$ cat config.mk
export PLATFORM = sky130hd
export DESIGN_NAME = prescaled_timer_irq_controller_top
export DESIGN_NICKNAME = d
export VERILOG_FILES = /design/src/design/ptic_pkg.sv /design/src/design/ptic_core.sv /design/src/design/prescaled_timer_irq_controller_top.sv
export SDC_FILE = /design/constraint.sdc
export NUM_CORES = 1
export LEC_CHECK = 0
export ABC_AREA = 1
export BUFFER_PORTS_ARGS = -buffer_cell sky130_fd_sc_hd__buf_4
export CAP_MARGIN = 30
export CORE_ASPECT_RATIO = 1.5
export CORE_UTILIZATION = 58
export CTS_CLUSTER_DIAMETER = 80
export DETAILED_ROUTE_END_ITERATION = 7
export PLACE_DENSITY = 0.89
export SYNTH_ARGS = -nofsm -noshare
export SYNTH_HDL_FRONTEND = slang
export SYNTH_HIERARCHICAL = 1
export SYNTH_SLANG_ARGS = --single-unit
$ cat constraint.sdc
create_clock -name aclk -period 2.8 [get_ports aclk]
set_clock_uncertainty 0.1 [all_clocks]
set_input_delay 0.42 -clock aclk [delete_from_list [all_inputs] [get_ports aclk]]
set_output_delay 0.42 -clock aclk [all_outputs]
set_load 0.1 [all_outputs]
$ cat src/design/ptic_pkg.sv
`timescale 1ns / 1ps
// ----------------------------------------------------------------------------
// ptic_pkg
// Types, field widths and register codes shared by the timer and IRQ
// controller.
// ----------------------------------------------------------------------------
package ptic_pkg;

    localparam int ACTION_W   = 2;
    localparam int ADDR_W     = 3;
    localparam int BYTE_W     = 8;
    localparam int LINE_W     = 9;
    localparam int DOT_W      = 9;
    localparam int PRESCALE_W = 5;
    localparam int S_DATA_W   = 32;
    localparam int M_DATA_W   = 16;
    localparam int M_USED_W   = BYTE_W + 1;

    localparam logic [ACTION_W-1:0] ACT_WRITE = 2'd0;
    localparam logic [ACTION_W-1:0] ACT_READ  = 2'd1;
    localparam logic [ACTION_W-1:0] ACT_TICK  = 2'd2;
    localparam logic [ACTION_W-1:0] ACT_DOT   = 2'd3;

    localparam logic [ADDR_W-1:0] ADDR_MASK    = 3'd0;
    localparam logic [ADDR_W-1:0] ADDR_STATUS  = 3'd1;
    localparam logic [ADDR_W-1:0] ADDR_CONTROL = 3'd2;
    localparam logic [ADDR_W-1:0] ADDR_LATCH   = 3'd3;
    localparam logic [ADDR_W-1:0] ADDR_COUNT   = 3'd4;

    localparam logic [BYTE_W-1:0] TMR_ENABLE   = 8'h80;
    localparam logic [BYTE_W-1:0] TMR_REPEAT   = 8'h40;
    localparam logic [BYTE_W-1:0] TMR_SCANLINE = 8'h20;
    localparam logic [BYTE_W-1:0] TMR_PRESCALE = 8'h0F;
    localparam logic [BYTE_W-1:0] ST_TIMER     = 8'h80;
    localparam logic [BYTE_W-1:0] ST_SERIAL    = 8'h40;
    localparam logic [BYTE_W-1:0] ST_PS2       = 8'h20;
    localparam logic [BYTE_W-1:0] ST_FDC       = 8'h08;
    localparam logic [BYTE_W-1:0] MASK_RESET   = 8'hFF;
    localparam logic [DOT_W-1:0]  DOT_THRESHOLD = 9'd330;

    typedef struct packed {
        logic              serial_event;
        logic              ps2_event;
        logic              fdc_irq_level;
        logic [DOT_W-1:0]  dot_number;
        logic [LINE_W-1:0] scanline_number;
        logic [BYTE_W-1:0] write_data;
        logic [ADDR_W-1:0] reg_addr;
    } item_data_t;

    typedef struct packed {
        logic [ACTION_W-1:0] action;
        item_data_t          data;
    } item_t;

    typedef struct packed {
        logic              irq_out;
        logic [BYTE_W-1:0] read_data;
    } result_t;

endpackage

$ cat src/design/ptic_core.sv
`timescale 1ns / 1ps
// ----------------------------------------------------------------------------
// ptic_core
// Register file, prescaler and counter. Applies one item per enabled cycle
// and returns the read byte and interrupt level after that item.
// ----------------------------------------------------------------------------
module ptic_core (
    input  logic             aclk,
    input  logic             aresetn,
    input  logic             step_en,
    input  ptic_pkg::item_t  item,
    output ptic_pkg::result_t result
);
    import ptic_pkg::*;

    logic [BYTE_W-1:0]     mask_reg, mask_next;
    logic [BYTE_W-1:0]     status_reg, status_next;
    logic [BYTE_W-1:0]     control_reg, control_next;
    logic [BYTE_W-1:0]     latch_reg, latch_next;
    logic [BYTE_W-1:0]     count_reg, count_next;
    logic [PRESCALE_W-1:0] prescale_reg, prescale_next;
    logic [LINE_W-1:0]     line_reg, line_next;

    logic                  do_advance;
    logic [PRESCALE_W-1:0] pre_inc;
    logic [PRESCALE_W-1:0] pre_limit;
    logic [BYTE_W-1:0]     count_inc;
    logic [BYTE_W-1:0]     status_pre;
    logic [BYTE_W-1:0]     rd;

    always_comb begin
        mask_next     = mask_reg;
        status_pre    = status_reg;
        control_next  = control_reg;
        latch_next    = latch_reg;
        count_next    = count_reg;
        prescale_next = prescale_reg;
        line_next     = line_reg;
        do_advance    = 1'b0;
        rd            = '0;

        unique case (item.action)
            ACT_WRITE: begin
                priority if (item.data.reg_addr == ADDR_MASK) begin
                    mask_next  = item.data.write_data;
                    status_pre = status_reg & ~item.data.write_data;
                end else if (item.data.reg_addr == ADDR_CONTROL) begin
                    control_next = item.data.write_data;
                    if ((item.data.write_data & TMR_ENABLE) == '0) begin
                        status_pre = status_reg & ~ST_TIMER;
                    end
                end else if (item.data.reg_addr == ADDR_LATCH) begin
                    latch_next = item.data.write_data;
                    count_next = '0;
                    status_pre = status_reg & ~ST_TIMER;
                end else begin
                end
            end
            ACT_READ: begin
                unique case (item.data.reg_addr)
                    ADDR_MASK:    rd = mask_reg;
                    ADDR_STATUS:  rd = status_reg;
                    ADDR_CONTROL: rd = control_reg;
                    ADDR_LATCH:   rd = latch_reg;
                    ADDR_COUNT:   rd = count_reg;
                    default:      rd = '0;
                endcase
            end
            ACT_TICK: begin
                status_pre = item.data.fdc_irq_level ? (status_reg | ST_FDC)
                                                     : (status_reg & ~ST_FDC);
                if (item.data.ps2_event) begin
                    status_pre = status_pre | ST_PS2;
                end
                if (item.data.serial_event) begin
                    status_pre = status_pre | ST_SERIAL;
                end
                do_advance = (control_reg & TMR_SCANLINE) == '0;
            end
            default: begin
                if (item.data.dot_number >= DOT_THRESHOLD &&
                    item.data.scanline_number != line_reg &&
                    (control_reg & TMR_SCANLINE) != '0) begin
                    line_next  = item.data.scanline_number;
                    do_advance = 1'b1;
                end
            end
        endcase

        status_next = status_pre;
        pre_inc     = prescale_reg + 1'b1;
        pre_limit   = {1'b0, control_reg[3:0]} + 1'b1;
        count_inc   = count_reg + 1'b1;
        if (do_advance) begin
            if (pre_inc >= pre_limit) begin
                prescale_next = '0;
                if (count_inc > latch_reg) begin
                    count_next = '0;
                    if ((control_reg & TMR_ENABLE) != '0) begin
                        status_next = status_pre | ST_TIMER;
                    end
                    if ((control_reg & TMR_REPEAT) == '0) begin
                        control_next = control_reg & ~TMR_ENABLE;
                    end
                end else begin
                    count_next = count_inc;
                end
            end else begin
                prescale_next = pre_inc;
            end
        end

        result.read_data = rd;
        result.irq_out   = (status_next & ~mask_next) != '0;
    end

    always_ff @(posedge aclk) begin
        if (!aresetn) begin
            mask_reg     <= MASK_RESET;
            status_reg   <= '0;
            control_reg  <= '0;
            latch_reg    <= '0;
            count_reg    <= '0;
            prescale_reg <= '0;
            line_reg     <= '0;
        end else if (step_en) begin
            mask_reg     <= mask_next;
            status_reg   <= status_next;
            control_reg  <= control_next;
            latch_reg    <= latch_next;
            count_reg    <= count_next;
            prescale_reg <= prescale_next;
            line_reg     <= line_next;
        end
    end

endmodule

$ cat src/design/prescaled_timer_irq_controller_top.sv
`timescale 1ns / 1ps
// ----------------------------------------------------------------------------
// prescaled_timer_irq_controller_top
// Stream wrapper around the timer and interrupt controller core.
// ----------------------------------------------------------------------------
// Each input transfer is a bus write, a bus read, a processor tick or a video
// dot event, and yields exactly one output transfer carrying the read byte
// (zero unless a read) and the interrupt level after that transfer. One
// transfer is taken every clock unless the output stalls; it passes the input
// register and the result register around the core's register update.
// The block has no reset sweep: it takes transfers the cycle after reset.
module prescaled_timer_irq_controller_top (
    input  logic                            aclk,
    input  logic                            aresetn,
    input  logic                            s_tvalid,
    output logic                            s_tready,
    // reg_addr, write_data, scanline_number, dot_number, fdc_irq_level,
    // ps2_event, serial_event
    input  logic [ptic_pkg::S_DATA_W-1:0]   s_tdata,
    // action
    input  logic [ptic_pkg::ACTION_W-1:0]   s_tuser,
    output logic                            m_tvalid,
    input  logic                            m_tready,
    // read_data, irq_out, zero fill
    output logic [ptic_pkg::M_DATA_W-1:0]   m_tdata
);
    import ptic_pkg::*;

    logic    in_valid_reg, in_valid_next;
    item_t   in_item_reg;
    logic    out_valid_reg, out_valid_next;
    result_t out_data_reg;
    result_t core_result;
    logic    step_en;
    logic    s_fire;

    assign step_en  = in_valid_reg && (!out_valid_reg || m_tready);
    assign s_tready = !in_valid_reg || step_en;
    assign s_fire   = s_tvalid && s_tready;

    assign in_valid_next  = s_fire || (in_valid_reg && !step_en);
    assign out_valid_next = step_en || (out_valid_reg && !m_tready);

    ptic_core u_core (
        .aclk    (aclk),
        .aresetn (aresetn),
        .step_en (step_en),
        .item    (in_item_reg),
        .result  (core_result)
    );

    always_ff @(posedge aclk) begin
        if (!aresetn) begin
            in_valid_reg  <= 1'b0;
            out_valid_reg <= 1'b0;
        end else begin
            in_valid_reg  <= in_valid_next;
            out_valid_reg <= out_valid_next;
        end
    end

    always_ff @(posedge aclk) begin
        if (s_fire) begin
            in_item_reg <= {s_tuser, s_tdata};
        end
        if (step_en) begin
            out_data_reg <= core_result;
        end
    end

    assign m_tvalid = out_valid_reg;
    assign m_tdata  = {{(M_DATA_W - M_USED_W){1'b0}}, out_data_reg};

endmodule

==> results.sh, run 1 <==
export IMPL_status="finished, violations left"
export IMPL_failed_checks="setup timing"
export IMPL_insertedDiodeCount=0
export IMPL_power_density_mw_per_mm2=551
export IMPL_drv_cap=0
export IMPL_grt_use_met2=0.490
export IMPL_syn_inst=560
export IMPL_antenna_found_initial=0
export IMPL_finalSetupViolCount=1
export IMPL_netlist_area_sq_mm=0.00487
export IMPL_clock_fmax_mhz=356
export IMPL_ioPinCount=56
export IMPL_rsz0062_at_grt="true"
export IMPL_die_h_um=114
export IMPL_globalplace_congestion=0.922
export IMPL_die_area_sq_mm=0.00877
export IMPL_startpoint_type="flip-flop"
export IMPL_critical_path_class="reg2reg"
export IMPL_cts_tree="built"
export IMPL_hold_ws_ns=0.152
export IMPL_slew_violations=0
export IMPL_clkLatencyLatePin_ns=0.34
export IMPL_antenna_left=0
export IMPL_finalHoldViolations=0
export IMPL_ir_drop_mv=0.488
export IMPL_area_growth_syn_to_layout_pct=16.7
export IMPL_crit_fanout=6
export IMPL_cts_made_buffers=9
export IMPL_critPathTopFamily="simple AND/OR/NAND/NOR gates"
export IMPL_setup_ws_ns=-0.00807
export IMPL_grt_pass1_wl_um=17900
export IMPL_crit_path_end_kind="flip-flop"
export IMPL_start_util=0.604
export IMPL_drc=0
export IMPL_fp_row_count=40
export IMPL_cp_buffers_inverters=3
export IMPL_p_leak_nw=2.38
export IMPL_crit_start="u_core/count_reg[2]"
export IMPL_hp_class="in2reg"
export IMPL_fillers=582
export IMPL_ys_warn_count=6
export IMPL_root_buffer="clkbuf_16"
export IMPL_grt_pass1_vias=4009
export IMPL_dr_pass1_iters=5
export IMPL_grt_use_total=0.267
export IMPL_crit_required_ns=2.94
export IMPL_placed_area_sq_mm=0.00531
export IMPL_vias=4119
export IMPL_coreArea_sq_mm=0.00806
export IMPL_io_buffers=47
export IMPL_h_tree_depth=3
export IMPL_holdCritStartpoint="s_tdata[18]"
export IMPL_use_met3=0.0446
export IMPL_nets=669
export IMPL_syn_area_per_cell_sq_um=8.70
export IMPL_wirelength_um=11400
export IMPL_cp_cell_sequence="inv_2 -> nor3_2 -> nand3_1 -> nor3_2 -> xor2_1 -> inv_1 -> ha_4 -> nand2_4 -> o21a_1 -> nand2_1 -> nand2_2 -> nor2_4 -> nand3_4 -> nand3_4 -> nand2_1 -> inv_1 -> nor2_1"
export IMPL_crit_arrival_ns=2.95
export IMPL_drive_above_1_share=0.202
export IMPL_gr_total_overflow=0
export IMPL_place_ws_ns=0.0134
export IMPL_grtUsageMet1=0.269
export IMPL_largest_reg_flops=33
export IMPL_r2r_start="u_core/count_reg[2]"
export IMPL_fin_crit_sh=1.00
export IMPL_drtIter0Drc=437
export IMPL_cpPeakStageDelay_ns=0.35
export IMPL_grt_busiest_layer="met2"
export IMPL_tightest_slew_ns=0.722
export IMPL_cts_sink_count=98
export IMPL_dp_hpwl_um=8080
export IMPL_grt_max_degree=35
export IMPL_wl_per_cell_um=15.7
export IMPL_path_clk_slew_ns=0.06
export IMPL_dieWidth_um=76.8
export IMPL_clk_path_buf_depth=2
export IMPL_slew_headroom=0.518
export IMPL_fin_crit_ns=2.81
export IMPL_stdcell_area_sq_mm=0.00568
export IMPL_slowest_stage="dfxtp_2"
export IMPL_routed_via_density=5.68
export IMPL_hold_buffers=0
[worst register-to-register path: stages (launching register included)]
cell     delay (ns)
dfxtp_2        0.35
inv_2          0.06
nor3_2         0.20
nand3_1        0.14
nor3_2         0.21
xor2_1         0.20
inv_1          0.11
ha_4           0.29
nand2_4        0.05
o21a_1         0.17
nand2_1        0.07
nand2_2        0.10
nor2_4         0.18
nand3_4        0.13
nand3_4        0.16
nand2_1        0.08
inv_1          0.06
nor2_1         0.04
[cells in the final DEF, fill, tap and decap left out, drive strengths merged, types with 9 or more instances in the layout]
| cell type | instances |
|---|---|
| clkbuf | 12 |
| nor2 | 53 |
| nand2 | 85 |
| ha | 16 |
| nor3 | 9 |
| inv | 97 |
| buf | 57 |
| o22ai | 16 |
| nand3 | 20 |
| o21ai | 43 |
| xor2 | 11 |
| a21oi | 53 |
| dfxtp | 56 |
| nand4 | 12 |
| edfxtp | 42 |
[layout make-up]
cell class,instances,area (sq um),area share
timing repair buffer,57,428,0.0753
clock buffer,12,246,0.0434
sequential,98,2390,0.420
multi-input combinational,353,2100,0.370
clock inverter,4,26.3,0.00462
tap,105,131,0.0231
inverter,96,363,0.0639
[power by group]
| group | switching [W] | internal [W] |
|---|---|---|
| logic | 0.000303 | 0.000133 |
| clock network | 0.000495 | 0.000626 |
| registers | 0.0000296 | 0.00155 |
[stage by stage]
stage,total power (W),TNS (ns),std cells,utilization
floorplan,0.00190,0,566,-
global placement,0.00199,0,704,0.659
detailed placement,0.00200,0,704,0.659
CTS,0.00312,0,720,0.693
global route,0.00324,-0.446,725,0.705
finish,0.00313,-0.00807,725,0.705
[routing by layer]
layer,part of all wire,up-vias
met1,0.36,1898
met3,0.055,58
li1,-,1967
met4,0.057,0
met2,0.53,196
met5,0,-
[path summary, 6_finish.rpt]
kind / end / slack (ns) / depth (start not counted)
hold / removal: in_item_reg[18] / 0.15 / 1
setup reg to reg: u_core/control_reg[3] / -0.008 / 17
hold reg to reg: u_core/line_reg[3] / 0.38 / 2
setup / recovery: u_core/control_reg[3] / -0.008 / 17
[repair_timing]
action,in CTS,in global routing
buffers inserted,0,4
endpoints found under the hold margin,0,0
pin swaps,0,18
setup endpoints to repair,2,18
resized for setup,1,18
cloned,0,1
(Power assumes the default switching activity.)
==> run 2: changes to the inputs <==
CELL_PAD_IN_SITES_DETAIL_PLACEMENT = 0   (was not set)
CELL_PAD_IN_SITES_GLOBAL_PLACEMENT = 1   (was not set)
CORE_UTILIZATION = 44   (was 58)
PLACE_DENSITY = 0.9   (was 0.89)
RECOVER_POWER = 100   (was not set)
SYNTH_HIERARCHICAL = not set   (was 1)
==> run 2 against run 1 <==
Cell area fell by 2.8%. The flow now finishes without violations. Final cell count rose by 6.1%. Die area rose by 29%. Count of clock-buffer cells in the layout did not move. Sequential power barely moved. Largest power group unchanged. First-iteration DRC count fell by 28%. Largest cell class unchanged. Hold slack improved by 0.013 ns. Via count fell by 3.4%. Setup slack improved by 0.23 ns.
==> results.sh, run 2 <==
export IMPL_status="finished clean"
export IMPL_grt_pass1_vias=3811
export IMPL_wl_per_cell_um=14.5
export IMPL_drv_cap=0
export IMPL_slowest_stage="dfxtp_2"
export IMPL_crit_path_end_kind="flip-flop"
export IMPL_cts_made_buffers=9
export IMPL_coreArea_sq_mm=0.0106
export IMPL_holdCritStartpoint="s_tdata[10]"
export IMPL_ys_warn_count=0
export IMPL_routed_via_density=5.18
export IMPL_r2r_start="u_core.prescale_reg[0]"
export IMPL_tightest_slew_ns=1.17
export IMPL_dp_hpwl_um=8250
export IMPL_timing_setup_tns_ns=0
export IMPL_synth_edf_count=42
export IMPL_dieWidth_um=87.2
export IMPL_drive_above_1_share=0.123
export IMPL_hp_class="in2reg"
export IMPL_fillers=1008
export IMPL_ys_ff_latch=98
export IMPL_fin_util=0.522
export IMPL_drtIter0Drc=314
export IMPL_cpPeakStageDelay_ns=0.37
export IMPL_slew_violations=0
export IMPL_crit_start="u_core.prescale_reg[0]"
export IMPL_area_growth_syn_to_layout_pct=15.3
export IMPL_fin_crit_ns=2.58
export IMPL_cts_tree="built"
export IMPL_startpoint_type="flip-flop"
export IMPL_power_density_mw_per_mm2=577
export IMPL_synthFlopType="dfxtp_1"
export IMPL_vias=3981
export IMPL_fin_crit_sh=0.921
export IMPL_cp_buffers_inverters=1
export IMPL_finalSetupViolCount=0
export IMPL_dp_cells=753
export IMPL_synth_area_leaders="edfxtp_1 (26%), dfxtp_1 (23%), nand2_1 (7.7%), inv_1 (5.8%), nor2_1 (4.5%)"
export IMPL_syn_area_per_cell_sq_um=8.38
export IMPL_die_area_sq_mm=0.0113
export IMPL_syn_inst=572
export IMPL_crit_required_ns=2.94
export IMPL_synth_top_area_share=0.263
export IMPL_drc=0
export IMPL_p_leak_nw=2.32
export IMPL_dr_pass1_iters=6
export IMPL_netlist_top_cells_count="nand2_1 (98), inv_1 (74), nor2_1 (57)"
export IMPL_antenna_left=0
export IMPL_layout_commonest_cell="nand2_1"
export IMPL_grt_use_total=0.213
export IMPL_critical_path_class="reg2reg"
export IMPL_critPathTopFamily="simple AND/OR/NAND/NOR gates"
export IMPL_cts_resized=0
export IMPL_wirelength_um=11200
export IMPL_final_cell_mix="nand2_1 (99), inv_1 (77), nor2_1 (60)"
export IMPL_slew_headroom=0.220
export IMPL_netlist_area_sq_mm=0.00479
export IMPL_io_buffers=47
export IMPL_ys_seq_area_frac=0.497
export IMPL_antenna_found_initial=0
export IMPL_largest_reg_flops=33
export IMPL_root_buffer="clkbuf_16"
export IMPL_crit_fanout=14
export IMPL_globalplace_congestion=0.901
export IMPL_cts_sink_count=98
export IMPL_nets=674
export IMPL_async_flop_share=0
export IMPL_clkLatencyLatePin_ns=0.35
export IMPL_path_clk_slew_ns=0.07
export IMPL_yosysMostFrequentCell="nand2_1"
export IMPL_h_tree_depth=3
export IMPL_die_h_um=130
export IMPL_clk_path_buf_depth=2
export IMPL_synth_area_leader_cell="edfxtp_1"
export IMPL_start_util=0.453
export IMPL_grt_max_degree=34
export IMPL_rsz0062_at_grt="false"
export IMPL_ioPinCount=56
export IMPL_gr_total_overflow=0
export IMPL_clock_fmax_mhz=388
export IMPL_insertedDiodeCount=0
export IMPL_fp_row_count=46
export IMPL_crit_arrival_ns=2.72
export IMPL_cp_cell_sequence="ha_1 -> nand2_1 -> inv_1 -> nand2_1 -> xnor2_2 -> ha_1 -> nand2_1 -> or2_1 -> nand3_2 -> nand2_1 -> nor2_1 -> nand2_2 -> nand3_4 -> nand2_1 -> nand2_1 -> nor2_1"
export IMPL_hold_buffers=0
export IMPL_cpMostUsedCell="nand2_1"
export IMPL_grt_pass1_wl_um=18300
export IMPL_final_cells=769
export IMPL_post_cts_buffers=0
export IMPL_yosysUniqueCellTypes=37
export IMPL_finalHoldViolations=0
export IMPL_ir_drop_mv=0.460
==> run 2: stage by stage <==
step / power, W / hold WS, ns / setup WS, ns / instance area (sq um)
global placement: 0.00197 / 0.343 / 0.280 / 5280
finish: 0.00319 / 0.165 / 0.221 / 5520
global route: 0.00330 / 0.154 / 0.00575 / 5520
detailed placement: 0.00198 / 0.351 / 0.221 / 5280
CTS: 0.00322 / 0.133 / 0.209 / 5580
floorplan: 0.00187 / 0.336 / 0.271 / 4830
==> run 2: path summary, 6_finish.rpt <==
path                                         endpoint  slack [ns]  cells after the start
worst max-delay path            u_core.control_reg[0]        0.22                     16
worst min-delay path                  in_item_reg[10]        0.16                      1
worst max register to register  u_core.control_reg[0]        0.22                     16
worst min register to register     u_core.line_reg[3]        0.36                      2
==> run 2: cell type report <==
type,count,area (sq um),share of cell area
multi-input cells,374,1990,0.359
clock inverters,4,30.0,0.00544
clock buffers,12,278,0.0503
repair buffers,56,362,0.0655
inverters,81,304,0.0550
flip-flops and latches,98,2380,0.432
well taps,144,180,0.0326
==> run 2: cell families after synthesis <==
| kind of cell | synth area share |
|---|---|
| xor gates and xnor gates | 0.0292 |
| adders and majority gates | 0.0418 |
| buffers and inverters | 0.0953 |
| and+or+nand+nor | 0.210 |
| DFF | 0.497 |
| AOI/OAI and AO/OA | 0.126 |
| other | 0.000783 |
==> run 2: report_power, final <==
part	switching [W]	internal, W	leakage, nW
sequential	0.0000327	0.00154	0.864
combinational	0.000261	0.000102	1.31
clock	0.000542	0.000709	0.150
total	0.000836	0.00235	2.32
==> run 2: metal layers <==
metal	GRT usage	up-vias	part of all wire
li1	-	1981	-
met1	0.238	1835	0.41
met2	0.382	133	0.51
met3	0.0291	32	0.038
met4	0.130	0	0.042
met5	0	-	0
